--- src/rtl/core/crtu_pkg.sv ---
// Shared types, field layout and instruction constants of the call/return trace unit.
package crtu_pkg;

    // Default table size
    localparam int MAX_SYMBOLS_DEF = 256;

    // Field widths
    localparam int SYMBOL_COUNT_W = 9;
    localparam int ENTRY_INDEX_W  = 8;
    localparam int ADDR_W         = 32;
    localparam int DEPTH_W        = 16;
    localparam int MATCH_IDX_W    = 8;
    localparam int EVENT_W        = 2;

    // Input tdata layout, lowest bit first
    localparam int IN_ENTRY_INDEX_LSB = 0;
    localparam int IN_ENTRY_START_LSB = 8;
    localparam int IN_ENTRY_SIZE_LSB  = 40;
    localparam int IN_ENTRY_FUNC_BIT  = 72;
    localparam int IN_PC_LSB          = 73;
    localparam int IN_INSTR_LSB       = 105;
    localparam int IN_SOURCE_LSB      = 137;
    localparam int IN_TDATA_W         = 176;

    // Output tdata layout, lowest bit first
    localparam int OUT_TDATA_W = 88;

    // Item kinds carried in s_tuser
    localparam logic CMD_LOAD  = 1'b0;
    localparam logic CMD_TRACE = 1'b1;

    // Instruction decode constants
    localparam logic [6:0]  OPC_JAL  = 7'd111;
    localparam logic [6:0]  OPC_JALR = 7'd103;
    localparam logic [2:0]  F3_JALR  = 3'd0;
    localparam logic [31:0] RET_WORD = 32'h0000_8067;

    // Event codes
    typedef enum logic [EVENT_W-1:0] {
        EV_CALL    = 2'd0,
        EV_RET     = 2'd1,
        EV_UNKNOWN = 2'd2
    } event_t;

    // Probe link between neighboring cells
    typedef struct packed {
        logic valid;
        logic any_hit;
        logic fn_hit;
    } link_t;

    // Registered decode of a traced jump
    typedef struct packed {
        logic              launch;
        logic              is_ret;
        logic [ADDR_W-1:0] target;
        logic [ADDR_W-1:0] pc;
    } dec_t;

endpackage

--- src/rtl/core/crtu_cell.sv ---
// One symbol table cell: holds one address range and checks the passing probe against it.
module crtu_cell #(
    parameter int CELL_INDEX = 0,
    parameter int IDX_W      = 8
) (
    input  logic                                 clk,
    input  logic                                 rst_n,
    input  logic                                 wr_en,
    input  logic [crtu_pkg::ENTRY_INDEX_W-1:0]   wr_index,
    input  logic [31:0]                          wr_start,
    input  logic [31:0]                          wr_size,
    input  logic                                 wr_func,
    input  logic [31:0]                          target,
    input  logic [crtu_pkg::SYMBOL_COUNT_W-1:0]  count,
    input  crtu_pkg::link_t                      link_in,
    input  logic [IDX_W-1:0]                     any_idx_in,
    input  logic [IDX_W-1:0]                     fn_idx_in,
    output crtu_pkg::link_t                      link_out,
    output logic [IDX_W-1:0]                     any_idx_out,
    output logic [IDX_W-1:0]                     fn_idx_out
);
    import crtu_pkg::*;

    localparam int SEL_W = (IDX_W > ENTRY_INDEX_W) ? IDX_W : ENTRY_INDEX_W;
    localparam int CMP_W = (IDX_W + 1 > SYMBOL_COUNT_W) ? IDX_W + 1 : SYMBOL_COUNT_W;
    localparam logic [IDX_W-1:0] MY_IDX = IDX_W'(CELL_INDEX);

    logic        sel;
    logic        active;
    logic        in_range;
    logic [31:0] start_reg;
    logic [32:0] end_reg;
    logic        func_reg;
    link_t       link_reg;
    logic [IDX_W-1:0] any_idx_reg;
    logic [IDX_W-1:0] fn_idx_reg;

    // Load the range; keep the end address one bit wider so it never wraps
    assign sel = wr_en && (SEL_W'(wr_index) == SEL_W'(CELL_INDEX));

    always_ff @(posedge clk)
    begin
        if (sel)
        begin
            start_reg <= wr_start;
            end_reg   <= {1'b0, wr_start} + {1'b0, wr_size};
            func_reg  <= wr_func;
        end
    end

    // Match only cells below the loaded symbol count
    assign active   = CMP_W'(count) > CMP_W'(CELL_INDEX);
    assign in_range = active && (target >= start_reg) && ({1'b0, target} < end_reg);

    // Advance the probe; the first hit along the chain is kept
    always_ff @(posedge clk or negedge rst_n)
    begin
        if (!rst_n)
        begin
            link_reg <= '0;
        end
        else
        begin
            link_reg.valid   <= link_in.valid;
            link_reg.any_hit <= link_in.any_hit || in_range;
            link_reg.fn_hit  <= link_in.fn_hit || (in_range && func_reg);
        end
    end

    always_ff @(posedge clk)
    begin
        any_idx_reg <= (!link_in.any_hit && in_range) ? MY_IDX : any_idx_in;
        fn_idx_reg  <= (!link_in.fn_hit && in_range && func_reg) ? MY_IDX : fn_idx_in;
    end

    assign link_out    = link_reg;
    assign any_idx_out = any_idx_reg;
    assign fn_idx_out  = fn_idx_reg;

endmodule

--- config.mk ---
export PLATFORM = sky130hd
export DESIGN_NAME = crtu_cell
export DESIGN_NICKNAME = d
export VERILOG_FILES = /design/src/rtl/core/crtu_pkg.sv /design/src/rtl/core/crtu_cell.sv
export SDC_FILE = /design/constraint.sdc
export NUM_CORES = 1
export LEC_CHECK = 0
export BUFFER_PORTS_ARGS = -buffer_cell sky130_fd_sc_hd__buf_2
export CELL_PAD_IN_SITES_DETAIL_PLACEMENT = 2
export CELL_PAD_IN_SITES_GLOBAL_PLACEMENT = 2
export CORE_AREA = 4 4 134 136
export DETAILED_ROUTE_END_ITERATION = 16
export DIE_AREA = 0 0 138 140
export MAX_ROUTING_LAYER = met4
export PLACE_DENSITY_LB_ADDON = 0.08
export SLEW_MARGIN = 20
export SYNTH_ARGS = -nofsm -noshare
export SYNTH_HDL_FRONTEND = slang
export SYNTH_SLANG_ARGS = --single-unit
--- constraint.sdc ---
create_clock -name clk -period 5.9 [get_ports clk]
set_input_delay 1.18 -clock clk [delete_from_list [all_inputs] [get_ports clk]]
set_output_delay 1.18 -clock clk [all_outputs]
set_load 0.05 [all_outputs]
## After elaboration in Yosys (flattened, before gate mapping)

Index checks and enable logic that the tools add are counted.

| word-level totals | value |
|---|---|
| bits in registers | 85 |
| word-level logic and storage cells | 24 |

| operators by class | value |
|---|---|
| $lt $le $gt $ge | 3 |
| add/subtract/negate cells | 1 |
| reduce and logical (&&, ||, !) cells | 12 |

Operators with widths:

| kind | number |
|---|---|
| $add A32 B32 Y33 | 1 |
| $lt A32 B33 Y1 | 1 |
| $ge A32 B32 Y1 | 1 |
| $gt A9 B1 Y1 const B | 1 |
| $logic_not A8 Y1 | 1 |
| $logic_and A1 B1 Y1 | 7 |
| $logic_not A1 Y1 | 2 |
| $logic_or A1 B1 Y1 | 2 |

## Longest topological paths before layout

Gate-level depths: netlist of the first run.

| depth | value |
|---|---|
| word-level depth | 5 |
| mapped depth | 12 |
| mapped depth without buffers | 12 |

## Least setup slack after synthesis of the first run

OpenSTA, ideal clock, no wires.

| path | value |
|---|---|
| path kind | input-to-reg |
| from | in wr_index[2] (netlist bit) |
| to | reg end_reg[0], enable pin |
| stages | 3 |
| path slack | -2.541 ns |
| data arrival time | 7.780 ns |
| cell sequence | nor4_1 nand3b_1 nor4_1 |

| between the ends | value |
|---|---|
| word-level cells in the longest chain between the ends | 2 |

Ends and longest elaborated chain:

| item | line | source |
|---|---|---|
| from (decl) | crtu_cell.sv:9 | `input logic [crtu_pkg::ENTRY_INDEX_W-1:0] wr_index,` |
| $logic_not A8 Y1 | crtu_cell.sv:39 | `assign sel = wr_en && (SEL_W'(wr_index) == SEL_W'(CELL_INDEX));` |
| $logic_and A1 B1 Y1 | crtu_cell.sv:39 |  |
| net sel | crtu_cell.sv:28 | `logic sel;` |
| to (signal assigned) | crtu_cell.sv:46 | `end_reg <= {1'b0, wr_start} + {1'b0, wr_size};` |
| to (decl) | crtu_cell.sv:32 | `logic [32:0] end_reg;` |

The timed path passes the listed nets, and every way through them passes these cells.
A chain may end at the register's enable or synchronous reset.

## Worst setup path after layout of the first run

| path | value |
|---|---|
| from | in wr_start[0] |
| to | reg end_reg[28] (data pin) |

| between the ends | value |
|---|---|
| word-level cells in the longest chain between the ends | 1 |

Ends and longest elaborated chain:

| item | line | source |
|---|---|---|
| from (decl) | crtu_cell.sv:10 | `input logic [31:0] wr_start,` |
| $add A32 B32 Y33 | crtu_cell.sv:46 |  |

Every way passes these cells.

==> reports/summary.txt, run 1 <==
======================================================================================================
Status                                                                                       completed
Clock tree sinks                                                                                    85
Asr flop ratio synth                                                                             3.53%
Initial DRC Count                                                                                  214
Chip height                                                                                     140 um
Initial core utilization                                                                         34.1%
Tmin final                                                                                     3910 ps
Clock transition at the register clock pins on the worst setup and hold paths after CTS          70 ps
Pwr Total                                                                                      1.57 mW
Total nets after synthesis                                                                         775
H-tree depth                                                                                         3
Number of rows created at floorplan                                                                 48
Pwr dens                                                                                   221 nW/um^2
Global-route total usage across every layer                                                      18.1%
Share of the core filled with cells                                                              42.0%
Number of optimization iterations in the first detailed-route pass                                   4
Most used flip-flop cell after synthesis                                                      edfxtp_1
Number of antenna violations at the first check in global routing                                    1
Endpoints failing setup                                                                              0
Warnings, synthesis                                                                                  0
Number of hold buffers added after cts                                                               0
Post-Place Cell Area                                                                         6820 um^2
Power spent charging and discharging nets                                                       463 uW
Leading cell type in the layout, fill and taps excluded                                          buf_2
HPWL reported at the end of detailed placement                                               14,300 um
Dpl ws                                                                                         1610 ps
Post-synth EDFFs                                                                                    66
Count of state elements after synthesis                                                             85
Amount of wire on met2 after detailed routing                                                  7850 um
Routed len/inst                                                                                17.9 um
M1 wire length                                                                                 7830 um
Count of nets after finishing                                                                      938
Worst path arrival time                                                                        4000 ps
Global placer's final weighted congestion                                                        0.889
Maximum achievable frequency                                                                   256 MHz
Post-route cell area                                                                         7110 um^2
WL met3                                                                                         708 um
Commonest cells after routing, fill and taps aside                                        154 x buf_2, 95 x ha_1, 74 x inv_1
Fin. Hold Viols                                                                                      0
Worst Clk Skew                                                                                 9.92 ps
Highest metal layer with signal wires                                                             met4
Num CTS Buffers                                                                                      9
Fin Setup TNS                                                                                     0 ps
Clock share of power                                                                             34.9%
Layout-stage area growth over the synthesis result                                               23.2%
Total of buffers placed on input and output ports                                                  154
Residual DRC                                                                                         0
Part of the power in registers                                                                   42.6%
Average size of a mapped cell                                                                10.6 um^2
Power share of the combinational group                                                           22.6%
Synth cell types                                                                                    59
Clock root buffer                                                                            clkbuf_16
Number of flip-flops in the largest register                                                        33
Post-CTS setup buffer count                                                                          0
Die Outline Area                                                                           19,300 um^2
Area of the mapped netlist                                                                   5770 um^2
Share of post-route cells with drive strength above 1                                            26.2%
Core footprint                                                                             16,900 um^2
Unrepaired setup endpoints after global routing                                                     no
Via count                                                                                        4,777
Startpoint Class                                                                          primary input
Post-route setup slack                                                                         1990 ps
Proportion of synthesized chip area in sequential cells                                          41.2%
Critical Path Sink Type                                                                      flip-flop
Internal power                                                                                 1.11 mW
Detail Route Antenna Nets                                                                            0
Mean number of vias per cell                                                                      5.10
Overflow after GRT                                                                                   0
TritonCTS clock tree                                                                              done
Worst vdd rail ir drop                                                                        0.146 mV
CTS-repair resized insts                                                                             0
Sequential cell area                                                                         2380 um^2
Largest net degree at the start of global routing                                                   67
Area of the multi-input gates                                                                3110 um^2
Count of mapped cells out of synthesis                                                             543
Chip width                                                                                      138 um
Max Cap Violations                                                                                   0
Wire length of the first global-routing pass                                                 27,400 um
Buffer levels on the longest clock path                                                              2
Switching share of total power                                                                   29.5%
Total length of routed wires                                                                 16,800 um
Worst setup path class                                                                    primary input to flip-flop
Static Leakage                                                                                 3.46 nW
Type of the most critical hold path                                                       flip-flop to flip-flop
Number of top-level pins                                                                           155
Filler Cell Count                                                                                1,838
Endpoint required time on the critical path                                                    5990 ps
Transition time at the pin with the least slew margin                                           925 ps
Clock insertion delay at the later pin of the skew report                                       340 ps
Final worst path period share                                                                    66.3%
Vias in the first global route                                                                   5,284
Max Slew Vio Count                                                                                   0
Tightest slew margin relative to the limit                                                       38.3%
Maximum fanout count along the critical path                                                         4
======================================================================================================
[power by group through the flow]
stage          sequential, mW  combinational (mW)  clock (mW)
2_1_floorplan           0.712               0.196           0
3_3_place_gp            0.680               0.340           0
3_5_place_dp            0.681               0.356           0
6_report                0.667               0.354       0.547
5_1_grt                 0.668               0.397       0.592
4_1_cts                 0.667               0.359       0.571
[Yosys cell counts, types with 2 or more instances]
cell	count	area share [%]
ha_1	95	21
inv_1	74	4.8
edfxtp_1	66	34
a21o_1	37	4.8
a21oi_1	37	3.2
nand2_1	22	1.4
nor2_1	20	1.3
o21ai_0	20	1.7
nor2b_1	18	2.0
dfxtp_1	16	5.6
xnor2_1	15	2.3
nand3_1	10	0.87
nand4_1	10	1.1
xor2_1	9	1.4
nor3_1	7	0.61
o21a_1	6	0.78
o21bai_1	6	0.78
a211oi_1	5	0.65
and3_1	5	0.54
a221o_1	4	0.69
and4_1	4	0.61
nor4_1	4	0.43
a31o_2	3	0.46
dfrtp_1	3	1.3
nand2b_1	3	0.33
o211ai_1	3	0.39
a211o_1	2	0.30
a221oi_1	2	0.30
and2_1	2	0.22
nand3b_1	2	0.26
nor4_4	2	0.74
o21ai_1	2	0.17
o31a_1	2	0.30
or4_1	2	0.26
[routing by layer]
metal  vias up  GRT usage, %
met5         -             -
met3        25          2.80
li1       2319             -
met1      2301          23.4
met4         0          6.86
met2       132          28.9
[path summary, 6_finish.rpt]
kind                             start             to  slack [ps]  depth (start not counted)
min in group asynchronous        rst_n    link_out[2]         630                          1
max in group asynchronous        rst_n    link_out[1]        5160                          1
max reg2reg                 end_reg[2]  fn_idx_out[2]        2990                         11
min reg2reg                   func_reg    link_out[0]         490                          1
min                           func_reg    link_out[0]         490                          1
max                        wr_start[0]    end_reg[28]        1990                         13
[through the flow]
| stage | cells | hold slack (ps) |
|---|---|---|
| 2_1_floorplan | 543 | 452 |
| 4_1_cts | 936 | 499 |
| 3_3_place_gp | 920 | 469 |
| 5_1_grt | 937 | 514 |
| 3_5_place_dp | 920 | 484 |
| 6_report | 937 | 489 |
[area by class of cell]
class                   count  area share, %
clock inverters             7          0.792
inverters                  74           3.91
flip-flops and latches     85           33.5
clock buffers               9           3.17
well taps                 225           3.96
diodes                      1         0.0352
multi-input cells         381           43.7
repair buffers            155           11.0
[critical path, stage by stage]
cell and delay, ps:
buf_2 90, ha_1 220, inv_1 70, fa_1 390, nor2b_1 160, o21ai_1 100
a21boi_1 330, o311ai_1 200, a211o_1 330, a31oi_1 380, a31o_2 270, a221oi_1 110
xnor2_1 150
[logic make-up (layout without fill, tap and decap cells)]
group                    Yosys count  after routing  share of synthesized area (%)
AO/OA/AOI/OAI                    142            142                           17.3
XOR/XNOR                          24             24                           3.64
adder cells (fa/ha/maj)           96             96                           20.9
buffers and inverters             77            245                           5.20
flip-flops                        85             85                           41.2
other                              0              1                              0
AND/OR/NAND/NOR                  119            119                           11.8
(Power assumes the default switching activity.)
==> run 2: changes to the inputs <==
Settings changed: CORE_AREA 4 4 134 136 to 4 4 138 140, DIE_AREA 0 0 138 140 to 0 0 142 144.
Clock period 5.9 ns to 3.9 ns, I/O delays scaled along.
==> run 2 against run 1 <==
Wire length increased by 4.0%. Highest routed layer unchanged. Sequential share of layout area decreased by 0.21 points. Via count decreased by 0.75%. Clock-buffer cell count increased by 2. Critical path type unchanged. Combinational power increased by 53%. Worst setup slack got worse by 1300 ps. Die area increased by 5.8%. Clock skew decreased by 4.2 ps. Cell area increased by 0.63%. First-iteration DRC count decreased by 2.8%. Total power increased by 53%. Worst hold slack got worse by 270 ps. Critical endpoint is now end_reg[18].
==> reports/summary.txt, run 2 (same netlist as run 1, synthesis figures left out) <==
======================================================================================================
Max Cap Violations                                                                                   0
Dpl ws                                                                                          260 ps
Series of cell instances along the critical path                                          buf_2 > ha_1 > inv_1 > fa_1 > nor2b_1 > o21ai_1 > a21boi_1 > o311ai_1 > and2_1 > o21ai_0 > a31o_2 > nor4b_1 > a211o_1
Worst path max stage delay                                                                      400 ps
Vias in the first global route                                                                   5,295
Number of top-level pins                                                                           155
Count of nets after finishing                                                                      941
Number of rows created at floorplan                                                                 49
Startpoint Class                                                                          primary input
Number of hold buffers added after cts                                                               0
Max Slew Vio Count                                                                                   0
Launching point of the worst reg2reg path                                                   end_reg[2]
Clock root buffer                                                                            clkbuf_16
Wire length of the first global-routing pass                                                 27,800 um
Clock transition at the register clock pins on the worst setup and hold paths after CTS          70 ps
Status                                                                                       completed
Endpoints failing setup                                                                              0
Initial DRC Count                                                                                  208
Via count                                                                                        4,741
Share of post-route cells with drive strength above 1                                            26.3%
Maximum fanout count along the critical path                                                         3
Buffer levels on the longest clock path                                                              2
Non-filler cells, final                                                                            944
Maximum achievable frequency                                                                   309 MHz
H-tree depth                                                                                         3
Tmin final                                                                                     3240 ps
Static Leakage                                                                                 3.49 nW
Filler Cell Count                                                                                1,965
Number of placed cells counting well taps                                                          927
Residual DRC                                                                                         0
Area of the multi-input gates                                                                3110 um^2
Chip height                                                                                     144 um
Fin Setup TNS                                                                                     0 ps
Startpoint of the worst setup timing path                                                  wr_start[0]
Total of buffers placed on input and output ports                                                  154
Transition time at the pin with the least slew margin                                           689 ps
Final worst path period share                                                                    83.0%
Leading cell type in the layout, fill and taps excluded                                          buf_2
Worst vdd rail ir drop                                                                        0.192 mV
Mean number of vias per cell                                                                      5.02
Critical Path Sink Type                                                                      flip-flop
Sequential cell area                                                                         2380 um^2
Number of optimization iterations in the first detailed-route pass                                   4
CTS-repair resized insts                                                                             0
Chip width                                                                                      142 um
Clock insertion delay at the later pin of the skew report                                       350 ps
Number of antenna violations at the first check in global routing                                    1
Worst path arrival time                                                                        3330 ps
Number of flip-flops in the largest register                                                        33
Layout-stage area growth over the synthesis result                                               23.9%
Slack of the worst reg-to-reg path                                                              940 ps
Largest net degree at the start of global routing                                                   67
Tightest slew margin relative to the limit                                                       53.6%
Slowest-stage cell, CP                                                                            fa_1
Post-CTS setup buffer count                                                                          0
Post-route setup slack                                                                          662 ps
Endpoint required time on the critical path                                                    4000 ps
Pwr dens                                                                                   335 nW/um^2
Global placer's final weighted congestion                                                        0.839
Num CTS Buffers                                                                                      9
Total length of routed wires                                                                 17,500 um
Overflow after GRT                                                                                   0
Die Outline Area                                                                           20,400 um^2
Unrepaired setup endpoints after global routing                                                     no
HPWL reported at the end of detailed placement                                               14,600 um
Commonest cells after routing, fill and taps aside                                        154 x buf_2, 95 x ha_1, 74 x inv_1
Share of the core filled with cells                                                              40.1%
Worst Clk Skew                                                                                 5.69 ps
Worst setup path class                                                                    primary input to flip-flop
Pwr Total                                                                                      2.40 mW
Detail Route Antenna Nets                                                                            0
Initial core utilization                                                                         32.3%
Core footprint                                                                             17,800 um^2
Fin. Hold Viols                                                                                      0
Type of the most critical hold path                                                       primary input to asynchronous set/reset pin
Global-route total usage across every layer                                                      17.8%
Clock tree sinks                                                                                    85
Routed len/inst                                                                                18.5 um
TritonCTS clock tree                                                                              done
======================================================================================================
==> run 2: worst paths after layout <==
kind,to,cells past startpoint
max,end_reg[18],13
min,link_out[2],1
max reg2reg,fn_idx_out[3],11
min reg2reg,link_out[0],1
max in group asynchronous,link_out[1],1
min in group clk,link_out[0],1
==> run 2: power by group <==
| group | switching [mW] | internal, mW | leakage [nW] |
|---|---|---|---|
| combinational | 0.312 | 0.230 | 2.58 |
| clock | 0.375 | 0.471 | 0.145 |
| sequential | 0.00357 | 1.01 | 0.763 |
==> run 2: worst max-delay path, delay by kind of cell <==
family / cells / cell delay, ps
AOI/OAI and AO/OA: 6 / 1360
adders and majority gates: 2 / 590
and+or+nand+nor: 3 / 430
buffers and inverters: 2 / 160
==> run 2: layer usage <==
layer | global-route usage, % | wire, um | vias up
met3 | 2.22 | 756 | 10
met2 | 29.4 | 8270 | 106
li1 | - | - | 2324
met1 | 23.0 | 8220 | 2301
met4 | 5.30 | 223 | 0
met5 | - | 0 | -
==> run 2: layout make-up <==
| type | instances | area share, % |
|---|---|---|
| sequential | 85 | 33.2 |
| multi-input combinational | 381 | 43.5 |
| tap | 229 | 4.01 |
| inverter | 74 | 3.88 |
| timing repair buffer | 158 | 11.4 |
| antenna | 1 | 0.0350 |
| clock inverter | 5 | 0.455 |
| clock buffer | 11 | 3.55 |
==> run 2: per-stage QoR <==
stage          hold WS [ps]  cell area (um^2)
6_report                216              7150
5_1_grt                 207              7150
4_1_cts                 203              7150
3_5_place_dp            482              6860
3_3_place_gp            463              6860
2_1_floorplan           452              5790
