===== config.mk =====
export PLATFORM = sky130hd
export DESIGN_NAME = crtu_decode
export DESIGN_NICKNAME = d
export VERILOG_FILES = /design/src/rtl/core/crtu_pkg.sv /design/src/rtl/core/crtu_decode.sv
export SDC_FILE = /design/constraint.sdc
export NUM_CORES = 1
export LEC_CHECK = 0
export BUFFER_PORTS_ARGS = -buffer_cell sky130_fd_sc_hd__buf_4
export CAP_MARGIN = 10
export CORE_UTILIZATION = 53
export DETAILED_ROUTE_END_ITERATION = 10
export PLACE_DENSITY = 0.82
export SLEW_MARGIN = 20
export SYNTH_ARGS = -nofsm -noshare
export SYNTH_HDL_FRONTEND = slang
export SYNTH_SLANG_ARGS = --single-unit
export TNS_END_PERCENT = 50

===== constraint.sdc =====
create_clock -name clk -period 1.6 [get_ports clk]
set_input_delay 0.48 -clock clk [delete_from_list [all_inputs] [get_ports clk]]
set_output_delay 0.48 -clock clk [all_outputs]
set_load 0.05 [all_outputs]

===== src/rtl/core/crtu_pkg.sv =====
// Shared types, field layout and instruction constants of the call/return trace unit.
package crtu_pkg;

    // Default table size
    localparam int MAX_SYMBOLS_DEF = 256;

    // Field widths
    localparam int SYMBOL_COUNT_W = 9;
    localparam int ENTRY_INDEX_W  = 8;
    localparam int ADDR_W         = 32;
    localparam int DEPTH_W        = 16;
    localparam int MATCH_IDX_W    = 8;
    localparam int EVENT_W        = 2;

    // Input tdata layout, lowest bit first
    localparam int IN_ENTRY_INDEX_LSB = 0;
    localparam int IN_ENTRY_START_LSB = 8;
    localparam int IN_ENTRY_SIZE_LSB  = 40;
    localparam int IN_ENTRY_FUNC_BIT  = 72;
    localparam int IN_PC_LSB          = 73;
    localparam int IN_INSTR_LSB       = 105;
    localparam int IN_SOURCE_LSB      = 137;
    localparam int IN_TDATA_W         = 176;

    // Output tdata layout, lowest bit first
    localparam int OUT_TDATA_W = 88;

    // Item kinds carried in s_tuser
    localparam logic CMD_LOAD  = 1'b0;
    localparam logic CMD_TRACE = 1'b1;

    // Instruction decode constants
    localparam logic [6:0]  OPC_JAL  = 7'd111;
    localparam logic [6:0]  OPC_JALR = 7'd103;
    localparam logic [2:0]  F3_JALR  = 3'd0;
    localparam logic [31:0] RET_WORD = 32'h0000_8067;

    // Event codes
    typedef enum logic [EVENT_W-1:0] {
        EV_CALL    = 2'd0,
        EV_RET     = 2'd1,
        EV_UNKNOWN = 2'd2
    } event_t;

    // Probe link between neighboring cells
    typedef struct packed {
        logic valid;
        logic any_hit;
        logic fn_hit;
    } link_t;

    // Registered decode of a traced jump
    typedef struct packed {
        logic              launch;
        logic              is_ret;
        logic [ADDR_W-1:0] target;
        logic [ADDR_W-1:0] pc;
    } dec_t;

endpackage


===== src/rtl/core/crtu_decode.sv =====
// Jump decode stage: target formation and launch of a probe into the cell chain.
module crtu_decode (
    input  logic                    clk,
    input  logic                    rst_n,
    input  logic                    trace_en,
    input  logic [31:0]             pc,
    input  logic [31:0]             instruction,
    input  logic [31:0]             source_value,
    output logic                    is_jump,
    output crtu_pkg::dec_t          dec
);
    import crtu_pkg::*;

    logic        is_jal;
    logic        is_jalr;
    logic [31:0] imm_i;
    logic [31:0] imm_j;
    logic [31:0] target_now;
    logic        launch_reg;
    logic        is_ret_reg;
    logic [31:0] target_reg;
    logic [31:0] pc_reg;

    // Classify the instruction
    assign is_jal  = (instruction[6:0] == OPC_JAL);
    assign is_jalr = (instruction[6:0] == OPC_JALR) && (instruction[14:12] == F3_JALR);
    assign is_jump = is_jal || is_jalr;

    // Form the immediates and the jump target
    assign imm_i = {{20{instruction[31]}}, instruction[31:20]};
    assign imm_j = {{11{instruction[31]}}, instruction[31], instruction[19:12],
                    instruction[20], instruction[30:21], 1'b0};
    assign target_now = is_jal ? (pc + imm_j) : (source_value + imm_i);

    // Pulse launch for one cycle per traced jump
    always_ff @(posedge clk or negedge rst_n)
    begin
        if (!rst_n)
        begin
            launch_reg <= 1'b0;
        end
        else
        begin
            launch_reg <= trace_en && is_jump;
        end
    end

    // Hold the decoded jump until the next traced jump
    always_ff @(posedge clk)
    begin
        if (trace_en && is_jump)
        begin
            is_ret_reg <= (instruction == RET_WORD);
            target_reg <= target_now;
            pc_reg     <= pc;
        end
    end

    assign dec.launch = launch_reg;
    assign dec.is_ret = is_ret_reg;
    assign dec.target = target_reg;
    assign dec.pc     = pc_reg;

endmodule


==> impl_metrics.env, run 1 <==
export IMPL_clock_sinks=66
export IMPL_globalplace_congestion=0.934
export IMPL_endpoint_type="sequential cell input"
export IMPL_ctsHtreeMaxLevel=3
export IMPL_cts_buffers=9
export IMPL_stop_error="[ERROR GRT-0232] Routing congestion too high. Check the congestion heatmap in the GUI."
export IMPL_ys_async_sr_fraction_pct=1.52
export IMPL_lastStage="global routing (5_1_grt)"
export IMPL_rows=37
export IMPL_die_width_um=104
export IMPL_cts_root_buf="clkbuf_8"
export IMPL_synth_cell_type_count=60
export IMPL_io_buffer_count=165
export IMPL_dp_hpwl_um=15200
export IMPL_synth_edf_count=65
export IMPL_synth_cells=591
export IMPL_grt_usage_pct=76.3
export IMPL_syn_area_mm2=0.00556
export IMPL_ys_seq_area_share_pct=35.6
export IMPL_worst_endpoint="target_reg[25]$_DFFE_PP_/D"
export IMPL_synth_seq_cells=66
export IMPL_syn_area_per_cell_um2=9.40
export IMPL_syn_nets=753
export IMPL_outcome="aborted with a tool error"
export IMPL_synth_flop_cell="edfxtp_1"
export IMPL_yosys_warnings=0
export IMPL_die_height_um=104
export IMPL_detailed_place_area_mm2=0.00839
export IMPL_clk_path_buf_depth=2
export IMPL_grt_max_degree=39
export IMPL_io_pins=166
export IMPL_initial_utilization_pct=54.3
export IMPL_overflow=151
through the flow:
step           cells  setup WS, ns  util (%)  hold slack, ns
2_1_floorplan    591         -1.26         -           0.184
3_3_place_gp    1063         -1.49      82.0           0.256
3_5_place_dp    1063         -1.60      82.0           0.257
4_1_cts         1103         -1.16      90.1           0.299
Yosys cell counts (3+ instances only):
cell      count  share of area [%]
a21boi_0      3               0.41
nand4_1       9                1.0
o21bai_1     11                1.5
o21ai_1       9               0.81
nor3_1       10               0.90
o21ai_0      31                2.8
nand2_1      52                3.5
nand3_1      14                1.3
nor2b_1       3               0.34
nand3b_1      3               0.41
inv_1        16                1.1
a21o_1       23                3.1
and2_1        8               0.90
edfxtp_1     65                 35
o31ai_1       7               0.95
xnor2_1      28                4.4
a31oi_1       6               0.68
nor2_1       39                2.6
o211ai_1      7               0.95
o31a_1        3               0.47
xor2_1       20                3.2
o21a_1        7               0.95
a211oi_1      9                1.2
nand2b_1      4               0.45
a21oi_1      68                6.1
ha_1         61                 14
nor3b_1       3               0.41
nor4_1        7               0.79
a211o_1       5               0.79
and3_1        6               0.68
clkbuf_1     16                1.1
per-layer routing:
metal  GRT usage, %  GRT overflow
met5           5.24             0
met1           74.0             1
met3           52.8             1
met4           86.6            58
met2           99.1            91
logic make-up after synthesis:
group	count (synthesis)	share of synthesized area [%]
AOI/OAI and AO/OA	210	24.8
DFF	66	35.6
buffers and inverters	35	2.52
muxes	1	0.180
and+or+nand+nor	168	14.9
adders and majority gates	63	14.5
xor gates and xnor gates	48	7.56
timing repair:
item	in CTS
hold buffers	1
hold endpoints to repair	1
buffers inserted	25
setup endpoints to repair	91
pin swaps	74
gates resized for setup	98
==> run 2: changes to the inputs <==
--- a/config.mk
+++ b/config.mk
@@ -7,9 +7,9 @@
 export LEC_CHECK = 0
 export BUFFER_PORTS_ARGS = -buffer_cell sky130_fd_sc_hd__buf_4
 export CAP_MARGIN = 10
-export CORE_UTILIZATION = 53
+export CORE_UTILIZATION = 40
 export DETAILED_ROUTE_END_ITERATION = 10
-export PLACE_DENSITY = 0.82
+export PLACE_DENSITY_LB_ADDON = 0.15
 export SLEW_MARGIN = 20
 export SYNTH_ARGS = -nofsm -noshare
 export SYNTH_HDL_FRONTEND = slang
==> impl_metrics.env, run 2 <==
export IMPL_grt_pass1_wl_um=28800
export IMPL_ctsHtreeMaxLevel=3
export IMPL_synthXorXnorAreaFrac_pct=7.56
export IMPL_slew_headroom_pct=73.9
export IMPL_diodes=0
export IMPL_final_nets=1122
export IMPL_yosys_warnings=0
export IMPL_power_density_mw_per_mm2=695
export IMPL_syn_area_per_cell_um2=9.40
export IMPL_hold_path_depth=1
export IMPL_violations="setup timing"
export IMPL_core_mm2=0.0134
export IMPL_rsz0062_at_grt="yes"
export IMPL_setup_viol=29
export IMPL_synth_seq_cells=66
export IMPL_tightest_slew_ns=0.387
export IMPL_worstPathRequired_ns=1.69
export IMPL_fin_ws_ns=-1.03
export IMPL_worst_setup_path_end_kind="register"
export IMPL_final_cell_mix="359 x buf_4, 65 x edfxtp_1, 54 x a21oi_1, 49 x ha_1, 47 x nand2_1"
export IMPL_syn2layout_area_growth_pct=68.8
export IMPL_max_freq_ghz=0.380
export IMPL_antenna_found_initial=0
export IMPL_grt_max_degree=40
export IMPL_synth_flop_cell="edfxtp_1"
export IMPL_yosysMostFrequentCell="a21oi_1"
export IMPL_die_height_um=120
export IMPL_hold_end="pc_reg[24]$_DFFE_PP_"
export IMPL_dpl_cell_count=1107
export IMPL_cp_common_cell="buf_4"
export IMPL_cts_buffers=9
export IMPL_max_stage_delay_ns=0.32
export IMPL_postLayoutCellArea_mm2=0.00938
export IMPL_whs_ns=0.330
export IMPL_final_common_cell="buf_4"
export IMPL_crit_chain="buf_4, ha_1, o21ai_0, inv_1, a31oi_4, o31a_1, buf_4, buf_6, o211ai_1, a21boi_1, o21bai_1, xnor2_1, o21ai_1"
export IMPL_ir_drop_mv=0.483
export IMPL_slew_viol_final=0
export IMPL_synth_top_family_by_area="compound AO/OA/AOI/OAI gates"
export IMPL_drc=0
export IMPL_initial_utilization_pct=41.5
export IMPL_synthTopCellsByCount="68 x a21oi_1, 65 x edfxtp_1, 61 x ha_1, 52 x nand2_1, 39 x nor2_1"
export IMPL_clock_sinks=66
export IMPL_outcome="finished with violations"
export IMPL_synth_cells=591
export IMPL_hold_path_class="input pin to register"
export IMPL_cp_max_fo=3
export IMPL_globalplace_congestion=0.930
export IMPL_ys_async_sr_fraction_pct=1.52
export IMPL_final_cell_count_no_fill=1140
export IMPL_overflow=0
export IMPL_yosysTopAreaCell="edfxtp_1"
export IMPL_fin_crit_sh_pct=165
export IMPL_clk_pin_slew_ns=0.05
export IMPL_synth_fa_ha_area_share_pct=14.5
export IMPL_syn_nets=753
export IMPL_syn_area_mm2=0.00556
export IMPL_postLayoutCoreUtil_pct=70.0
export IMPL_cp_slowest_cell="o31a_1"
export IMPL_drt_iter0_markers=364
export IMPL_hold_violations=0
export IMPL_die_area_mm2=0.0144
export IMPL_synth_cell_type_count=60
export IMPL_ant_nets=0
export IMPL_die_width_um=120
export IMPL_dp_hpwl_um=14400
export IMPL_leakagePower_nw=4.23
export IMPL_grt_usage_pct=25.4
export IMPL_dpl_worst_slack_ns=-1.51
export IMPL_rows=42
export IMPL_path_class="input pin to register"
export IMPL_post_drt_via_cell_ratio=5.29
export IMPL_maxCapViolCount=0
export IMPL_synth_edf_count=65
export IMPL_synthMuxAreaShare_pct=0.180
export IMPL_dr_pass1_iters=4
export IMPL_netlist_top_cells_area="edfxtp_1 35%, ha_1 14%, a21oi_1 6.1%"
export IMPL_detailed_place_area_mm2=0.00847
export IMPL_routedWlPerCell_um=16.1
export IMPL_worstPathArrival_ns=2.72
export IMPL_clk_path_buf_depth=2
export IMPL_drive_gt1_share_pct=48.4
export IMPL_ys_seq_area_share_pct=35.6
export IMPL_start_kind="input pin"
export IMPL_period_minus_slack_ns=2.63
export IMPL_via_count=6032
export IMPL_grt_pass1_vias=6011
export IMPL_synthSimpleGateAreaFrac_pct=14.9
export IMPL_wl_um=18400
export IMPL_synth_compound_area_share_pct=24.8
export IMPL_yosysTopAreaCellShare_pct=35.1
export IMPL_fin_total_pwr_mw=6.52
export IMPL_tns_ns=-21.50
export IMPL_io_buffer_count=165
export IMPL_cts_tree="built"
export IMPL_io_pins=166
export IMPL_cts_root_buf="clkbuf_16"
export IMPL_worstHoldStart="pc[24]"
run 2: cell counts after synthesis:
No cell type changed its count.
run 2: repair_timing:
item                                    CTS  global route
endpoints found under the setup margin   31            29
endpoints found under the hold margin     1             0
buffers inserted                         12             5
pin swaps                                51            34
hold buffers                              1             0
gates resized for setup                  73            36
run 2: power breakdown:
group | leakage (nW) | switching (mW) | internal, mW | total [mW]
logic | 3.49 | 1.29 | 1.43 | 2.72
registers | 0.597 | 0.00261 | 1.95 | 1.96
clock network | 0.137 | 0.659 | 1.18 | 1.84
run 2: kinds of logic (layout without fill, tap and decap cells):
kind of cell / count (synthesis) / in the layout
xor+xnor: 48 / 48
compound gates: 210 / 210
simple gates: 168 / 168
fa+ha+maj: 63 / 63
mux: 1 / 1
buf+inv: 35 / 408
flops: 66 / 66
run 2: final cells by class:
| class | instances | area, um2 |
|---|---|---|
| Fill cell | 1062 | 4020 |
| Sequential cell | 66 | 1980 |
| Clock buffer | 11 | 233 |
| Timing Repair Buffer | 377 | 2960 |
| Clock inverter | 4 | 43.8 |
| Inverter | 16 | 60.1 |
| Tap cell | 176 | 220 |
| Multi-Input combinational cell | 490 | 3890 |
run 2: worst max-delay path by stage:
stage,endpoint,from
after detailed placement,target_reg[23]$_DFFE_PP_,pc[1]
final,target_reg[24]$_DFFE_PP_,instruction[25]
after CTS,target_reg[23]$_DFFE_PP_,pc[1]
after global routing,target_reg[23]$_DFFE_PP_,pc[1]
after global placement,target_reg[23]$_DFFE_PP_,pc[1]
after floorplan,target_reg[23]$_DFFE_PP_,pc[1]
run 2: worst max-delay path, delay by kind of cell:
kind,cells,cell delay (ns)
adder cells (fa/ha/maj),1,0.29
buffers and inverters,4,0.53
XOR/XNOR,1,0.15
AO/OA/AOI/OAI,7,1.26
run 2: routing by layer:
| metal | wire length, um | vias to the layer above | share of wire, % | GRT usage [%] |
|---|---|---|---|---|
| li1 | - | 2981 | - | - |
| met1 | 8240 | 2806 | 45 | 34.0 |
| met2 | 8650 | 212 | 47 | 41.4 |
| met3 | 1120 | 33 | 6.1 | 3.94 |
| met4 | 379 | 0 | 2.1 | 9.30 |
| met5 | 0 | - | 0 | 0 |
Note: power is estimated with default switching activity, not from simulation.
==> run 3: changes to the inputs <==
--- a/config.mk
+++ b/config.mk
@@ -5,7 +5,7 @@
 export SDC_FILE = /design/constraint.sdc
 export NUM_CORES = 1
 export LEC_CHECK = 0
-export BUFFER_PORTS_ARGS = -buffer_cell sky130_fd_sc_hd__buf_4
+export BUFFER_PORTS_ARGS = -buffer_cell sky130_fd_sc_hd__buf_2
 export CAP_MARGIN = 10
 export CORE_UTILIZATION = 40
 export DETAILED_ROUTE_END_ITERATION = 10
==> impl_metrics.env, run 3 (synthesis gave the netlist of run 2 again) <==
export IMPL_outcome="finished with violations"
export IMPL_violations="setup timing"
export IMPL_worstHoldStart="pc[1]"
export IMPL_drt_iter0_markers=410
export IMPL_tightest_slew_ns=0.381
export IMPL_routedWlPerCell_um=16.7
export IMPL_setup_viol=29
export IMPL_overflow=0
export IMPL_switching_power_mw=2.06
export IMPL_leakagePower_nw=4.19
export IMPL_syn2layout_area_growth_pct=67.1
export IMPL_switching_share_pct=31.0
export IMPL_max_stage_delay_ns=0.39
export IMPL_hold_end="pc_reg[1]$_DFFE_PP_"
export IMPL_seqCellArea_mm2=0.00198
export IMPL_drc=0
export IMPL_n_fill_cell=1047
export IMPL_crit_chain="buf_8, ha_4, inv_2, fa_2, nor2b_4, o31a_1, o31a_1, o31ai_4, a211oi_2, or3b_1, a21oi_2, xor2_1, o21ai_1"
export IMPL_diodes=0
export IMPL_dp_hpwl_um=14400
export IMPL_dpl_worst_slack_ns=-1.53
export IMPL_clkPwrFrac_pct=28.5
export IMPL_cp_max_fo=2
export IMPL_detailed_place_area_mm2=0.00811
export IMPL_slew_headroom_pct=74.4
export IMPL_ctsHtreeMaxLevel=3
export IMPL_cp_top_family="compound AO/OA/AOI/OAI gates"
export IMPL_final_common_cell="buf_4"
export IMPL_die_area_mm2=0.0144
export IMPL_final_nets=1136
export IMPL_globalplace_congestion=0.882
export IMPL_initial_utilization_pct=41.5
export IMPL_hold_path_class="input pin to register"
export IMPL_path_buf_inv=2
export IMPL_die_width_um=120
export IMPL_wl_um=19300
export IMPL_fin_ws_ns=-1.14
export IMPL_rsz0062_at_grt="yes"
export IMPL_fin_crit_sh_pct=171
export IMPL_cts_tree="built"
export IMPL_p_int_mw=4.59
export IMPL_worstPathArrival_ns=2.81
export IMPL_ir_drop_mv=0.519
export IMPL_final_cell_count_no_fill=1155
export IMPL_worst_setup_path_end_kind="register"
export IMPL_seq_power_share_pct=29.4
export IMPL_multiInputGateArea_mm2=0.00405
export IMPL_grt_pass1_wl_um=28900
export IMPL_clock_sinks=66
export IMPL_final_cell_mix="215 x buf_4, 153 x buf_2, 65 x edfxtp_1, 50 x a21oi_1, 47 x ha_1"
export IMPL_ant_nets=0
export IMPL_start_kind="input pin"
export IMPL_rows=42
export IMPL_power_density_mw_per_mm2=717
export IMPL_slew_viol_final=0
export IMPL_hold_path_depth=1
export IMPL_dr_pass1_iters=5
export IMPL_hold_violations=0
export IMPL_io_buffer_count=165
export IMPL_grt_pass1_vias=6037
export IMPL_grt_max_degree=46
export IMPL_max_freq_ghz=0.365
export IMPL_io_pins=166
export IMPL_core_mm2=0.0134
export IMPL_clk_pin_slew_ns=0.06
export IMPL_drive_gt1_share_pct=51.1
export IMPL_die_height_um=120
export IMPL_postLayoutCellArea_mm2=0.00929
export IMPL_comb_power_share_pct=42.1
export IMPL_clk_path_buf_depth=2
export IMPL_antenna_found_initial=0
export IMPL_dpl_cell_count=1114
export IMPL_cts_buffers=9
export IMPL_maxCapViolCount=0
export IMPL_post_drt_via_cell_ratio=5.34
export IMPL_grt_usage_pct=25.6
export IMPL_path_class="input pin to register"
export IMPL_cp_slowest_cell="or3b_1"
export IMPL_cp_common_cell="o31a_1"
export IMPL_worstPathRequired_ns=1.67
export IMPL_period_minus_slack_ns=2.74
export IMPL_via_count=6167
export IMPL_cts_root_buf="clkbuf_16"
[run 3: metal layers]
layer | track usage (%) | part of all wire [%]
met1 | 34.0 | 45
met2 | 43.1 | 48
met3 | 3.04 | 5.7
met4 | 8.98 | 1.9
met5 | 0 | 0
[run 3: through the flow]
stage / TNS (ns) / hold slack (ns) / power [mW] / utilization, %
2_1_floorplan: -60.18 / 0.184 / 3.21 / -
3_3_place_gp: -52.70 / 0.254 / 4.25 / 60.5
3_5_place_dp: -56.68 / 0.260 / 4.29 / 60.5
4_1_cts: -21.58 / 0.318 / 6.45 / 67.2
5_1_grt: -24.45 / 0.323 / 6.95 / 69.3
6_report: -22.60 / 0.333 / 6.66 / 69.3
[run 3: worst max-delay path by stage]
stage	from	endpoint	slack (ns)	cells after the start
2_1_floorplan	pc[1]	target_reg[23]$_DFFE_PP_	-1.26	12
3_3_place_gp	pc[1]	target_reg[23]$_DFFE_PP_	-1.49	13
3_5_place_dp	pc[1]	target_reg[23]$_DFFE_PP_	-1.53	13
4_1_cts	instruction[21]	target_reg[27]$_DFFE_PP_	-1.15	14
5_1_grt	instruction[21]	target_reg[23]$_DFFE_PP_	-1.16	13
6_report	instruction[21]	target_reg[23]$_DFFE_PP_	-1.14	13
[run 3: repair_timing]
item / 4_1_cts / 5_1_grt
setup buffers: 17 / 8
endpoints found under the hold margin: 1 / 0
setup endpoints to repair: 54 / 31
hold buffers: 1 / 0
resized for setup: 103 / 47
pin swaps: 73 / 60
[run 3: power groups by stage]
stage / logic, mW / registers (mW) / clock network, mW
final: 2.81 / 1.95 / 1.90
after global routing: 3.01 / 1.95 / 1.99
after CTS: 2.58 / 1.95 / 1.92
after detailed placement: 2.30 / 1.99 / 0
after global placement: 2.26 / 1.99 / 0
after floorplan: 1.20 / 2.02 / 0
[run 3: layout make-up]
cell class	instances	area share, %
multi-input combinational	490	43.6
sequential	66	21.3
inverter	16	0.647
clock inverter	5	0.593
clock buffer	11	2.51
timing repair buffer	391	29.0
tap	176	2.37
